[src/gpu_command_packet_parser_assert.svh]
// ----------------------------------------------------------------------------
// gpu command packet parser assertion macros
// shared concurrent assertion forms, clocked on clk, disabled during rst
// ----------------------------------------------------------------------------
`ifndef GPU_COMMAND_PACKET_PARSER_ASSERT_SVH
`define GPU_COMMAND_PACKET_PARSER_ASSERT_SVH

// same-cycle implication
`define GCPP_ASSERT_NOW(label, ante, cons) \
  label: assert property (@(posedge clk) disable iff (rst) (ante) |-> (cons)) \
    else $error("gcpp same-cycle check failed");

// next-cycle implication
`define GCPP_ASSERT_NEXT(label, ante, cons) \
  label: assert property (@(posedge clk) disable iff (rst) (ante) |=> (cons)) \
    else $error("gcpp next-cycle check failed");

`endif

[src/gcpp_pkg.sv]
// ----------------------------------------------------------------------------
// gcpp_pkg
// types and constants shared by the command packet parser modules
// ----------------------------------------------------------------------------
package gcpp_pkg;

  localparam int unsigned AddrWidth = 32;

  localparam logic [2:0] KIND_TYPE0  = 3'd0;
  localparam logic [2:0] KIND_TYPE3  = 3'd1;
  localparam logic [2:0] KIND_FILLER = 3'd2;
  localparam logic [2:0] KIND_REGVAL = 3'd3;
  localparam logic [2:0] KIND_BODY3  = 3'd4;

  localparam logic [31:0] FILL_DEADBEEF = 32'hDEADBEEF;
  localparam logic [31:0] FILL_ONES     = 32'hFFFFFFFF;
  localparam logic [31:0] FILL_F8FF     = 32'hFFFFF8FF;
  localparam logic [31:0] FILL_SEVENS   = 32'h77777777;
  localparam logic [31:0] FILL_ZERO     = 32'h00000000;

  localparam logic [1:0]  HDR_TYPE2     = 2'd2;
  localparam logic [1:0]  HDR_TYPE3     = 2'd3;
  localparam logic [6:0]  OPC_NOP       = 7'h7F;
  localparam logic [14:0] MAX_REG_COUNT = 15'd256;
  localparam logic [15:0] MAX_REG_BASE  = 16'hC000;

  typedef struct packed {
    logic [31:0]          word;
    logic                 first_of_range;
    logic                 last_of_range;
    logic [AddrWidth-1:0] range_base;
  } cmd_beat_t;

  typedef struct packed {
    logic [2:0]           kind;
    logic [31:0]          data;
    logic [AddrWidth-1:0] packet_address;
    logic [6:0]           opcode;
    logic                 predicate;
    logic [14:0]          word_count;
    logic [15:0]          register_base;
    logic [13:0]          body_index;
    logic                 last_of_packet;
    logic                 truncated;
  } res_beat_t;

  function automatic logic [31:0] swap32(input logic [31:0] x);
    return {x[7:0], x[15:8], x[23:16], x[31:24]};
  endfunction

endpackage

[src/gcpp_in_reg.sv]
// ----------------------------------------------------------------------------
// gcpp_in_reg
// input register for command beats, stalls the sender when the stage is held
// ----------------------------------------------------------------------------
module gcpp_in_reg
  import gcpp_pkg::*;
(
  input  logic      clk,
  input  logic      rst,
  input  logic      cmd_valid,
  output logic      cmd_stall,
  input  cmd_beat_t cmd_beat,
  input  logic      advance,
  output logic      held_valid,
  output cmd_beat_t held_beat
);

  assign cmd_stall = held_valid && !advance;

  always_ff @(posedge clk) begin
    if (rst) begin
      held_valid <= 1'b0;
    end else if (!cmd_stall) begin
      held_valid <= cmd_valid;
    end
  end

  always_ff @(posedge clk) begin
    if (!cmd_stall && cmd_valid) begin
      held_beat <= cmd_beat;
    end
  end

endmodule

[src/gcpp_parse.sv]
// ----------------------------------------------------------------------------
// gcpp_parse
// classifies one swapped dword against the open packet and tracks its state
// ----------------------------------------------------------------------------
`include "gpu_command_packet_parser_assert.svh"

module gcpp_parse
  import gcpp_pkg::*;
(
  input  logic      clk,
  input  logic      rst,
  input  logic      fire,
  input  cmd_beat_t beat,
  output res_beat_t res
);

  logic [AddrWidth-1:0] next_address;
  logic [AddrWidth-1:0] header_address;
  logic [14:0]          words_left;
  logic                 in_type3;
  logic [6:0]           held_opcode;
  logic                 held_predicate;
  logic [14:0]          held_count;
  logic [15:0]          held_register_base;
  logic [13:0]          next_index;

  logic [AddrWidth-1:0] next_address_next;
  logic [AddrWidth-1:0] header_address_next;
  logic [14:0]          words_left_next;
  logic                 in_type3_next;
  logic [6:0]           held_opcode_next;
  logic                 held_predicate_next;
  logic [14:0]          held_count_next;
  logic [15:0]          held_register_base_next;
  logic [13:0]          next_index_next;

  logic [31:0]          w;
  logic [AddrWidth-1:0] addr;
  logic [14:0]          wl;
  logic [14:0]          wl_dec;
  logic [14:0]          hdr_count;
  logic                 filler;

  always_comb begin
    w         = swap32(beat.word);
    addr      = beat.first_of_range ? beat.range_base : next_address;
    wl        = beat.first_of_range ? 15'd0 : words_left;
    wl_dec    = wl - 15'd1;
    hdr_count = {1'b0, w[29:16]} + 15'd1;

    filler = (w == FILL_DEADBEEF) || (w == FILL_ONES) || (w == FILL_F8FF) ||
             (w == FILL_SEVENS) || (w == FILL_ZERO) || (w[31:30] == HDR_TYPE2);
    if (w[31:30] == HDR_TYPE3) begin
      if (w[14:8] == OPC_NOP) begin
        filler = 1'b1;
      end
    end else if ((hdr_count > MAX_REG_COUNT) || (w[15:0] > MAX_REG_BASE)) begin
      filler = 1'b1;
    end

    next_address_next       = addr + AddrWidth'(4);
    header_address_next     = header_address;
    words_left_next         = wl;
    in_type3_next           = in_type3;
    held_opcode_next        = held_opcode;
    held_predicate_next     = held_predicate;
    held_count_next         = held_count;
    held_register_base_next = held_register_base;
    next_index_next         = next_index;

    res                = '0;
    res.data           = w;
    res.packet_address = addr;

    if (wl != 15'd0) begin
      res.kind           = in_type3 ? KIND_BODY3 : KIND_REGVAL;
      res.opcode         = held_opcode;
      res.predicate      = held_predicate;
      res.word_count     = held_count;
      res.register_base  = held_register_base;
      res.body_index     = next_index;
      res.truncated      = beat.last_of_range && (wl_dec != 15'd0);
      res.last_of_packet = beat.last_of_range || (wl_dec == 15'd0);
      res.packet_address = header_address;
      next_index_next    = next_index + 14'd1;
      words_left_next    = beat.last_of_range ? 15'd0 : wl_dec;
    end else begin
      header_address_next = addr;
      if (filler) begin
        res.kind           = KIND_FILLER;
        res.last_of_packet = 1'b1;
      end else begin
        if (w[31:30] == HDR_TYPE3) begin
          res.kind      = KIND_TYPE3;
          res.opcode    = w[14:8];
          res.predicate = w[0];
          in_type3_next = 1'b1;
        end else begin
          res.kind          = KIND_TYPE0;
          res.register_base = w[15:0];
          in_type3_next     = 1'b0;
        end
        res.word_count          = hdr_count;
        held_opcode_next        = res.opcode;
        held_predicate_next     = res.predicate;
        held_count_next         = hdr_count;
        held_register_base_next = res.register_base;
        next_index_next         = 14'd0;
        res.last_of_packet      = beat.last_of_range;
        res.truncated           = beat.last_of_range;
        words_left_next         = beat.last_of_range ? 15'd0 : hdr_count;
      end
    end
  end

  always_ff @(posedge clk) begin
    if (rst) begin
      next_address       <= '0;
      header_address     <= '0;
      words_left         <= '0;
      in_type3           <= 1'b0;
      held_opcode        <= '0;
      held_predicate     <= 1'b0;
      held_count         <= '0;
      held_register_base <= '0;
      next_index         <= '0;
    end else if (fire) begin
      next_address       <= next_address_next;
      header_address     <= header_address_next;
      words_left         <= words_left_next;
      in_type3           <= in_type3_next;
      held_opcode        <= held_opcode_next;
      held_predicate     <= held_predicate_next;
      held_count         <= held_count_next;
      held_register_base <= held_register_base_next;
      next_index         <= next_index_next;
    end
  end

  // a truncated packet always closes on this beat
  `GCPP_ASSERT_NOW(a_trunc_closes, fire && res.truncated, res.last_of_packet)
  // a filler carries no count and is a packet of its own
  `GCPP_ASSERT_NOW(a_filler_alone, fire && (res.kind == KIND_FILLER), res.last_of_packet && (res.word_count == 15'd0))
  // an open header loads the full body count
  `GCPP_ASSERT_NEXT(a_hdr_opens, fire && !res.last_of_packet && ((res.kind == KIND_TYPE0) || (res.kind == KIND_TYPE3)), (words_left == held_count) && (words_left != 15'd0))

endmodule

[src/gcpp_out_reg.sv]
// ----------------------------------------------------------------------------
// gcpp_out_reg
// result register, holds a beat until the receiver takes it
// ----------------------------------------------------------------------------
module gcpp_out_reg
  import gcpp_pkg::*;
(
  input  logic      clk,
  input  logic      rst,
  input  logic      load_valid,
  input  res_beat_t load_beat,
  output logic      advance,
  output logic      res_valid,
  input  logic      res_stall,
  output res_beat_t res_beat
);

  assign advance = !res_valid || !res_stall;

  always_ff @(posedge clk) begin
    if (rst) begin
      res_valid <= 1'b0;
    end else if (advance) begin
      res_valid <= load_valid;
    end
  end

  always_ff @(posedge clk) begin
    if (advance && load_valid) begin
      res_beat <= load_beat;
    end
  end

endmodule

[src/gpu_command_packet_parser.sv]
// ----------------------------------------------------------------------------
// gpu_command_packet_parser
// splits a command dword stream into packets and tags every beat
// ----------------------------------------------------------------------------
// usage
//   command channel: cmd_valid/cmd_stall with word, first_of_range,
//   last_of_range and range_base; one dword per beat, as read from memory
//   result channel: res_valid/res_stall; exactly one result beat per
//   command beat, in order, carrying the swapped dword and its packet tags
//   path: a taken beat waits in the input register, is parsed combinationally
//   and is loaded into the result register, where the receiver takes it
//   throughput: one beat per cycle while res_stall is low, set by the single
//   parse stage between the input and result registers
//   reset: rst (synchronous) empties both registers and clears the packet
//   state, so the first beat is read as a header at address zero unless it
//   starts a range
//   stall: while res_stall holds a full result register, the parse stage
//   waits and cmd_stall rises once the input register is also full
// ----------------------------------------------------------------------------
module gpu_command_packet_parser
  import gcpp_pkg::*;
(
  input  logic        clk,
  input  logic        rst,
  input  logic        cmd_valid,
  output logic        cmd_stall,
  input  logic [31:0] word,
  input  logic        first_of_range,
  input  logic        last_of_range,
  input  logic [31:0] range_base,
  output logic        res_valid,
  input  logic        res_stall,
  output logic [2:0]  kind,
  output logic [31:0] data,
  output logic [31:0] packet_address,
  output logic [6:0]  opcode,
  output logic        predicate,
  output logic [14:0] word_count,
  output logic [15:0] register_base,
  output logic [13:0] body_index,
  output logic        last_of_packet,
  output logic        truncated
);

  cmd_beat_t cmd_beat;
  cmd_beat_t held_beat;
  logic      held_valid;
  logic      advance;
  res_beat_t parsed;
  res_beat_t res_beat;

  assign cmd_beat = '{word: word, first_of_range: first_of_range,
                      last_of_range: last_of_range, range_base: range_base};

  gcpp_in_reg u_in_reg (
    .clk        (clk),
    .rst        (rst),
    .cmd_valid  (cmd_valid),
    .cmd_stall  (cmd_stall),
    .cmd_beat   (cmd_beat),
    .advance    (advance),
    .held_valid (held_valid),
    .held_beat  (held_beat)
  );

  gcpp_parse u_parse (
    .clk  (clk),
    .rst  (rst),
    .fire (held_valid && advance),
    .beat (held_beat),
    .res  (parsed)
  );

  gcpp_out_reg u_out_reg (
    .clk        (clk),
    .rst        (rst),
    .load_valid (held_valid),
    .load_beat  (parsed),
    .advance    (advance),
    .res_valid  (res_valid),
    .res_stall  (res_stall),
    .res_beat   (res_beat)
  );

  assign kind           = res_beat.kind;
  assign data           = res_beat.data;
  assign packet_address = res_beat.packet_address;
  assign opcode         = res_beat.opcode;
  assign predicate      = res_beat.predicate;
  assign word_count     = res_beat.word_count;
  assign register_base  = res_beat.register_base;
  assign body_index     = res_beat.body_index;
  assign last_of_packet = res_beat.last_of_packet;
  assign truncated      = res_beat.truncated;

endmodule
[config.mk]
export PLATFORM = sky130hd
export DESIGN_NAME = gpu_command_packet_parser
export DESIGN_NICKNAME = d
export VERILOG_FILES = /design/src/gcpp_pkg.sv /design/src/gcpp_in_reg.sv /design/src/gcpp_parse.sv /design/src/gcpp_out_reg.sv /design/src/gpu_command_packet_parser.sv
export VERILOG_INCLUDE_DIRS = /design/src /design/src/src
export SDC_FILE = /design/constraint.sdc
export NUM_CORES = 1
export LEC_CHECK = 0
export ABC_CLOCK_PERIOD_IN_PS = 10600
export BUFFER_PORTS_ARGS = -buffer_cell sky130_fd_sc_hd__buf_2
export CAP_MARGIN = 10
export CORE_MARGIN = 5
export CORE_UTILIZATION = 30
export DETAILED_ROUTE_END_ITERATION = 10
export PLACE_DENSITY = 0.58
export RECOVER_POWER = 50
export SLEW_MARGIN = 20
export SYNTH_ARGS = -nofsm -noshare
export SYNTH_HDL_FRONTEND = slang
export SYNTH_SLANG_ARGS = --single-unit
export TNS_END_PERCENT = 100
[constraint.sdc]
create_clock -name clk -period 10.6 [get_ports clk]
set_input_delay 0 -clock clk [delete_from_list [all_inputs] [get_ports clk]]
set_output_delay 0 -clock clk [all_outputs]
set_load 0.02 [all_outputs]
### Word-level counts from Yosys, hierarchy flattened

Cells that the tools add are included.

| cells by class | value |
|---|---|
| add/subtract/negate cells | 4 |
| multipliers | 0 |
| div/mod/pow operators | 0 |
| $lt $le $gt $ge | 2 |
| equal/unequal tests | 8 |
| shift-type cells | 0 |
| multiplexer cells | 24 |
| bitwise operators | 2 |
| reduce and logical (&&, ||, !) cells | 22 |

Operators with widths:

| cell | count |
|---|---|
| 32-bit == test, second input constant | 3 |
| 39-bit two-way mux | 2 |
| 15-bit two-way mux | 5 |
| 32-bit two-way mux | 2 |
| 32-bit by 3-bit adder with 32-bit output, second input constant | 1 |
| 32-bit by 31-bit == test with 1-bit output, second input constant | 1 |
| 32-bit zero test | 1 |
| 15-bit nonzero test | 2 |
| 14-bit two-way mux | 2 |
| 16-bit greater-than comparator, second input constant | 1 |
| 16-bit two-way mux | 1 |
| 14-bit by 1-bit adder with 15-bit output, second input constant | 1 |
| 15-bit by 9-bit greater-than comparator with 1-bit output, second input constant | 1 |
| 15-bit zero test | 1 |
| 15-bit by 1-bit subtractor with 15-bit output, second input constant | 1 |
| 14-bit by 1-bit adder with 14-bit output, second input constant | 1 |
| 3-bit two-way mux | 3 |
| 1-bit logical OR | 8 |
| 8-bit two-way mux | 1 |
| 7-bit == test, second input constant | 1 |
| 1-bit two-way mux | 7 |
| 2-bit == test, second input constant | 2 |
| 1-bit logical AND | 4 |
| 1-bit zero test | 4 |
| other kinds (5) | 6 |

| storage, ports and cells | value |
|---|---|
| flip-flop bits (word level) | 323 |
| latch bits | 0 |
| bits in writable memories | 0 |
| memory bits (read-only) | 0 |
| input port bits | 70 |
| output and inout port bits | 124 |
| word-level logic and storage cells | 87 |
| memories | 0 |

### Logic depth before layout (Yosys ltp)

| depth | value |
|---|---|
| depth after elaboration | 10 |
| depth in mapped cells | 15 |
| mapped depth without buffers | 11 |

### Modules after synthesis

A second synthesis with hierarchy kept.

| second synthesis, totals | value |
|---|---|
| cell total of the unflattened synthesis | 1242 |
| area total of the unflattened synthesis | 13947.1 µm² |

By module, submodules not included:

| module | instances | cells an instance | area each (µm²) | seq. area each (µm²) |
|---|---|---|---|---|
| gcpp_parse | 1 | 1044 | 8206.6 | 2662.6 |
| gcpp_out_reg | 1 | 127 | 3702.3 | 3683.5 |
| gcpp_in_reg | 1 | 70 | 2031.9 | 2001.9 |
| gpu_command_packet_parser | 1 | 1 | 6.3 | 0.0 |

### Worst setup path after synthesis

OpenSTA, ideal clock, no wires.

| path | value |
|---|---|
| path kind | reg-to-reg |
| start | reg u_out_reg.res_valid |
| end | reg u_out_reg.res_beat[0] (netlist name) |
| setup time | 0.533 ns |
| arrival | 4.634 ns |
| data required time | 10.067 ns |
| slack | 5.433 ns |
| cell stages (with the launch flop) | 7 |
| path buffers | 3 |
| clock period less this slack | 5.167 ns |
| cell sequence | dfxtp_1 > nand2_1 > nand2_1 > inv_1 > buf_4 > clkbuf_1 > buf_1 |

| between the ends | value |
|---|---|
| word-level cells in the longest chain between the ends | 3 |

Ends and longest elaborated chain:

| item | RTL line | source |
|---|---|---|
| from (decl) | gcpp_out_reg.sv:13 | `output logic res_valid,` |
| from (signal assigned) | gcpp_out_reg.sv:24 | `res_valid <= load_valid;` |
| 1-bit zero test | gcpp_out_reg.sv:18 | `assign advance = !res_valid \|\| !res_stall;` |
| 1-bit logical OR | gcpp_out_reg.sv:18 |  |
| 1-bit logical AND | n/a |  |
| net u_parse.fire | gcpp_parse.sv:12 | `input logic fire,` |

The timed path passes the listed nets, and every way through them passes these cells.
A chain may end at the register's enable or synchronous reset.

### Worst setup path after layout

| path | value |
|---|---|
| start | reg u_out_reg.res_valid |
| end | reg u_parse.in_type3 |

| between the ends | value |
|---|---|
| word-level cells in the longest chain between the ends | 4 |

Ends and longest elaborated chain:

| item | RTL line | source |
|---|---|---|
| 1-bit zero test | gcpp_out_reg.sv:18 |  |
| 1-bit logical OR | gcpp_out_reg.sv:18 |  |
| 1-bit logical AND | gpu_command_packet_parser.sv:69 | `.fire (held_valid && advance),` |
| 3-bit AND reduction (no line) | n/a |  |
| to (signal assigned) | gcpp_parse.sv:131 | `in_type3 <= in_type3_next;` |
| to (decl) | gcpp_parse.sv:20 | `logic in_type3;` |

Every way passes these cells.

==> flow_metrics.py <==
metrics = {
    "run_status": {
        "status": "finished, violations left",
        "violations": "capacitance limit, slew limit",
    },
    "worst_setup_path": {
        "worstSetupStartpointType": "register",
        "critPathKind": "register to register",
        "end_kind": "register",
        "worstPathRequired_ns": 10.96,
        "arrival_ns": 5.54,
        "critPathMaxFanout": 133,
    },
    "power_and_ir_drop": {
        "p_seq_share_pct": 47.7,
        "ir_worst_vdd_v": 0.0001127,
        "combPwrFrac_pct": 10.4,
        "swShare_pct": 25.99,
        "p_leak_uw": 0.005768,
        "power_density_nw_per_um2": 177.9,
        "power_frac_clock_pct": 41.9,
        "power.switching_uw": 782.2,
        "intPower_uw": 2227,
    },
    "yosys": {
        "netlist_instances": 1260,
        "syn-num-nets": 1337,
        "async_flop_share_pct": 0,
        "ys_warn_count": 0,
        "synth.yosys.seq_area_share_pct": 60.84,
        "synth_enable_flop_cells": 188,
        "synth_seq_cells": 323,
        "ys.flop_type": "edfxtp_1",
        "syn-mean-instance-area_um2": 10.89,
        "synth.distinct_cells": 67,
        "syn_area_um2": 13720,
    },
    "run": {
        "maxCapViolCount": 3,
    },
    "timing": {
        "timing.final.crit_period_ns": 5.177,
        "timing.hold.ws_ns": 0.1690,
        "setup_viol": 0,
        "hold_violations": 0,
        "rsz0062_at_grt": "false",
        "fin_tns_setup_ns": 0,
        "maxSlewHeadroom_pct": -197.6,
        "worst_pin_slew_ns": 4.465,
        "fin_crit_sh_pct": 48.84,
        "clock.fmax_ghz": 0.1932,
        "fin_skew_ns": 0.02322,
        "maxSlewViolCount": 159,
    },
    "clock_tree": {
        "htree_levels": 2,
        "cts_tree": "built",
        "post_cts.repair.setup_buffers": 0,
        "root_buffer": "clkbuf_16",
        "cts_hold_buffers": 71,
        "cts_sinks": 323,
        "cts_resized": 0,
        "clk_pin_slew_ns": 0.06,
        "cts_made_buffers": 38,
        "insertion_delay_ns": 0.55,
        "clock_path_buffers": 3,
    },
    "floorplan": {
        "pin_count": 194,
        "rows": 78,
        "dieArea_um2": 50120,
        "coreArea_um2": 45280,
        "die_w_um": 223.9,
        "initial_utilization_pct": 30.30,
        "die_height_um": 223.9,
    },
    "global_route": {
        "grt_pass1_vias": 10185,
        "grt_pass1_wl_um": 58510,
        "grt_use_total_pct": 14.47,
        "antenna_found_initial": 0,
        "overflow": 0,
        "grt_max_degree": 134,
    },
    "final_layout": {
        "area_growth_pct": 23.32,
        "n_fill_cell": 4453,
        "drive_gt1_share_pct": 11.89,
        "nNetsFinal": 1570,
        "layout.cells.most_common_list": "nand2_1, edfxtp_1, clkbuf_1",
        "fin_util_pct": 37.37,
        "layout_commonest_cell": "nand2_1",
        "antennaDiodeCount": 0,
    },
    "detailed_routing": {
        "detail_route.iter0.violations": 629,
        "drc": 0,
        "wire_per_inst_um": 17.65,
        "vias": 10332,
        "dr.pass1.iters": 5,
        "ant_nets": 0,
        "avgViaCountPerCell": 4.869,
        "routed_wl_um": 37440,
    },
    "min_path": {
        "hold_class": "input port to register",
    },
    "placement": {
        "gp_congestion": 0.8844,
        "hpwl_um": 23400,
        "io_buffer_count": 193,
    },
}
==> final timing paths <==
check,from,to,slack (ns),cells after the start
worst max-delay path,u_out_reg.res_valid$_SDFFE_PP0N_,u_parse.in_type3$_SDFFE_PP0P_,5.42,7
worst min-delay path,word[12],u_in_reg.held_beat[46]$_DFFE_PP_,0.17,2
worst max register to register,u_out_reg.res_valid$_SDFFE_PP0N_,u_parse.in_type3$_SDFFE_PP0P_,5.42,7
worst min register to register,u_parse.next_address[29]$_SDFFE_PP0P_,u_parse.next_address[29]$_SDFFE_PP0P_,0.45,2
==> final cells by class <==
cell class | count | area (um2) | area share (%)
Sequential cell | 323 | 8348 | 49.33
Multi-Input combinational cell | 841 | 4982 | 29.44
Timing Repair Buffer | 273 | 1573 | 9.295
Clock buffer | 50 | 1067 | 6.307
Tap cell | 600 | 750.7 | 4.437
Clock inverter | 19 | 132.6 | 0.7838
Inverter | 16 | 67.56 | 0.3993
==> kinds of logic (layout without fill, tap and decap cells) <==
kind of cell | Yosys count | count (layout) | synth area share (%)
buffers and inverters | 96 | 358 | 3.118
muxes | 55 | 55 | 4.094
DFF | 323 | 323 | 60.84
adders and majority gates | 7 | 7 | 0.6382
xor gates and xnor gates | 45 | 45 | 2.872
and+or+nand+nor | 477 | 477 | 16.53
AOI/OAI and AO/OA | 257 | 257 | 11.91
==> power by group through the flow <==
stage	Clock [uW]	Sequential, uW	Combinational [uW]
after global routing	1360	1440	348
after detailed placement	0	1460	303
after floorplan	0	1470	182
after global placement	0	1460	300
final	1260	1440	313
after CTS	1310	1430	325
==> synthesized netlist by cell type, types with 4 or more instances <==
library cell  instances  area [um2]
nor2_1               62       232.7
nor4_1               12       75.07
o31ai_1               6       45.04
nor4b_1               4       35.03
a211oi_1              5       37.54
a211oi_2             11       137.6
mux2_2                9       101.4
xnor2_1              26       227.7
nand4_1               9       56.30
xor2_1               19       166.4
dfxtp_1             135        2703
edfxtp_1            188        5645
o311a_1               4       40.04
and2_1               18       112.6
buf_2                11       55.05
a21oi_1             101       505.5
clkbuf_1             52       195.2
buf_4                 4       30.03
a22o_1               26       227.7
ha_1                  7       87.58
o21ai_0              71       355.3
mux2i_1              46       460.4
buf_6                 5       56.30
buf_1                 7       26.28
nand3_1              54       270.3
nand4b_1              4       35.03
nand2_1             217       814.5
or3_1                18       112.6
or4_1                 7       52.55
nor2_2               11       68.82
and3_1               10       62.56
nor3_1               29       145.1
inv_1                15       56.30
==> layer usage <==
metal	GRT usage [%]	routed length, um	up-vias	share of wire, %
met5	0	0	-	0
met4	4.387	871	0	2.3
met3	3.040	2061	59	5.5
met2	23.85	17510	298	47
met1	19.25	17000	4946	45
li1	-	-	5029	-
==> worst max-delay path, stage by stage (launching register included) <==
cell	delay [ns]
dfxtp_1	0.36
nand2_1	0.07
nand2_2	0.06
clkbuf_1	2.21
inv_8	1.02
buf_4	0.72
a22oi_1	0.30
nor2_1	0.06
==> registers in the layout, indices dropped and copies added (netlist names) <==
register                    flops
u_out_reg.res_beat            122
u_parse.held_register_base     16
u_in_reg.held_valid             1
u_parse.next_address           32
u_parse.next_index             14
u_parse.header_address         32
u_parse.held_count             15
u_parse.in_type3                1
u_parse.held_opcode             7
u_parse.held_predicate          1
u_in_reg.held_beat             66
u_out_reg.res_valid             1
u_parse.words_left             15
==> through the flow <==
stage	area [um2]	power (uW)	cells	setup WS (ns)
6_report	16920	3010	2122	5.423
5_1_grt	16920	3146	2122	4.869
4_1_cts	17090	3065	2122	6.392
3_5_place_dp	15180	1763	1982	6.419
3_3_place_gp	15170	1759	1982	6.487
2_1_floorplan	13720	1655	1260	5.433
(Power assumes the default switching activity.)
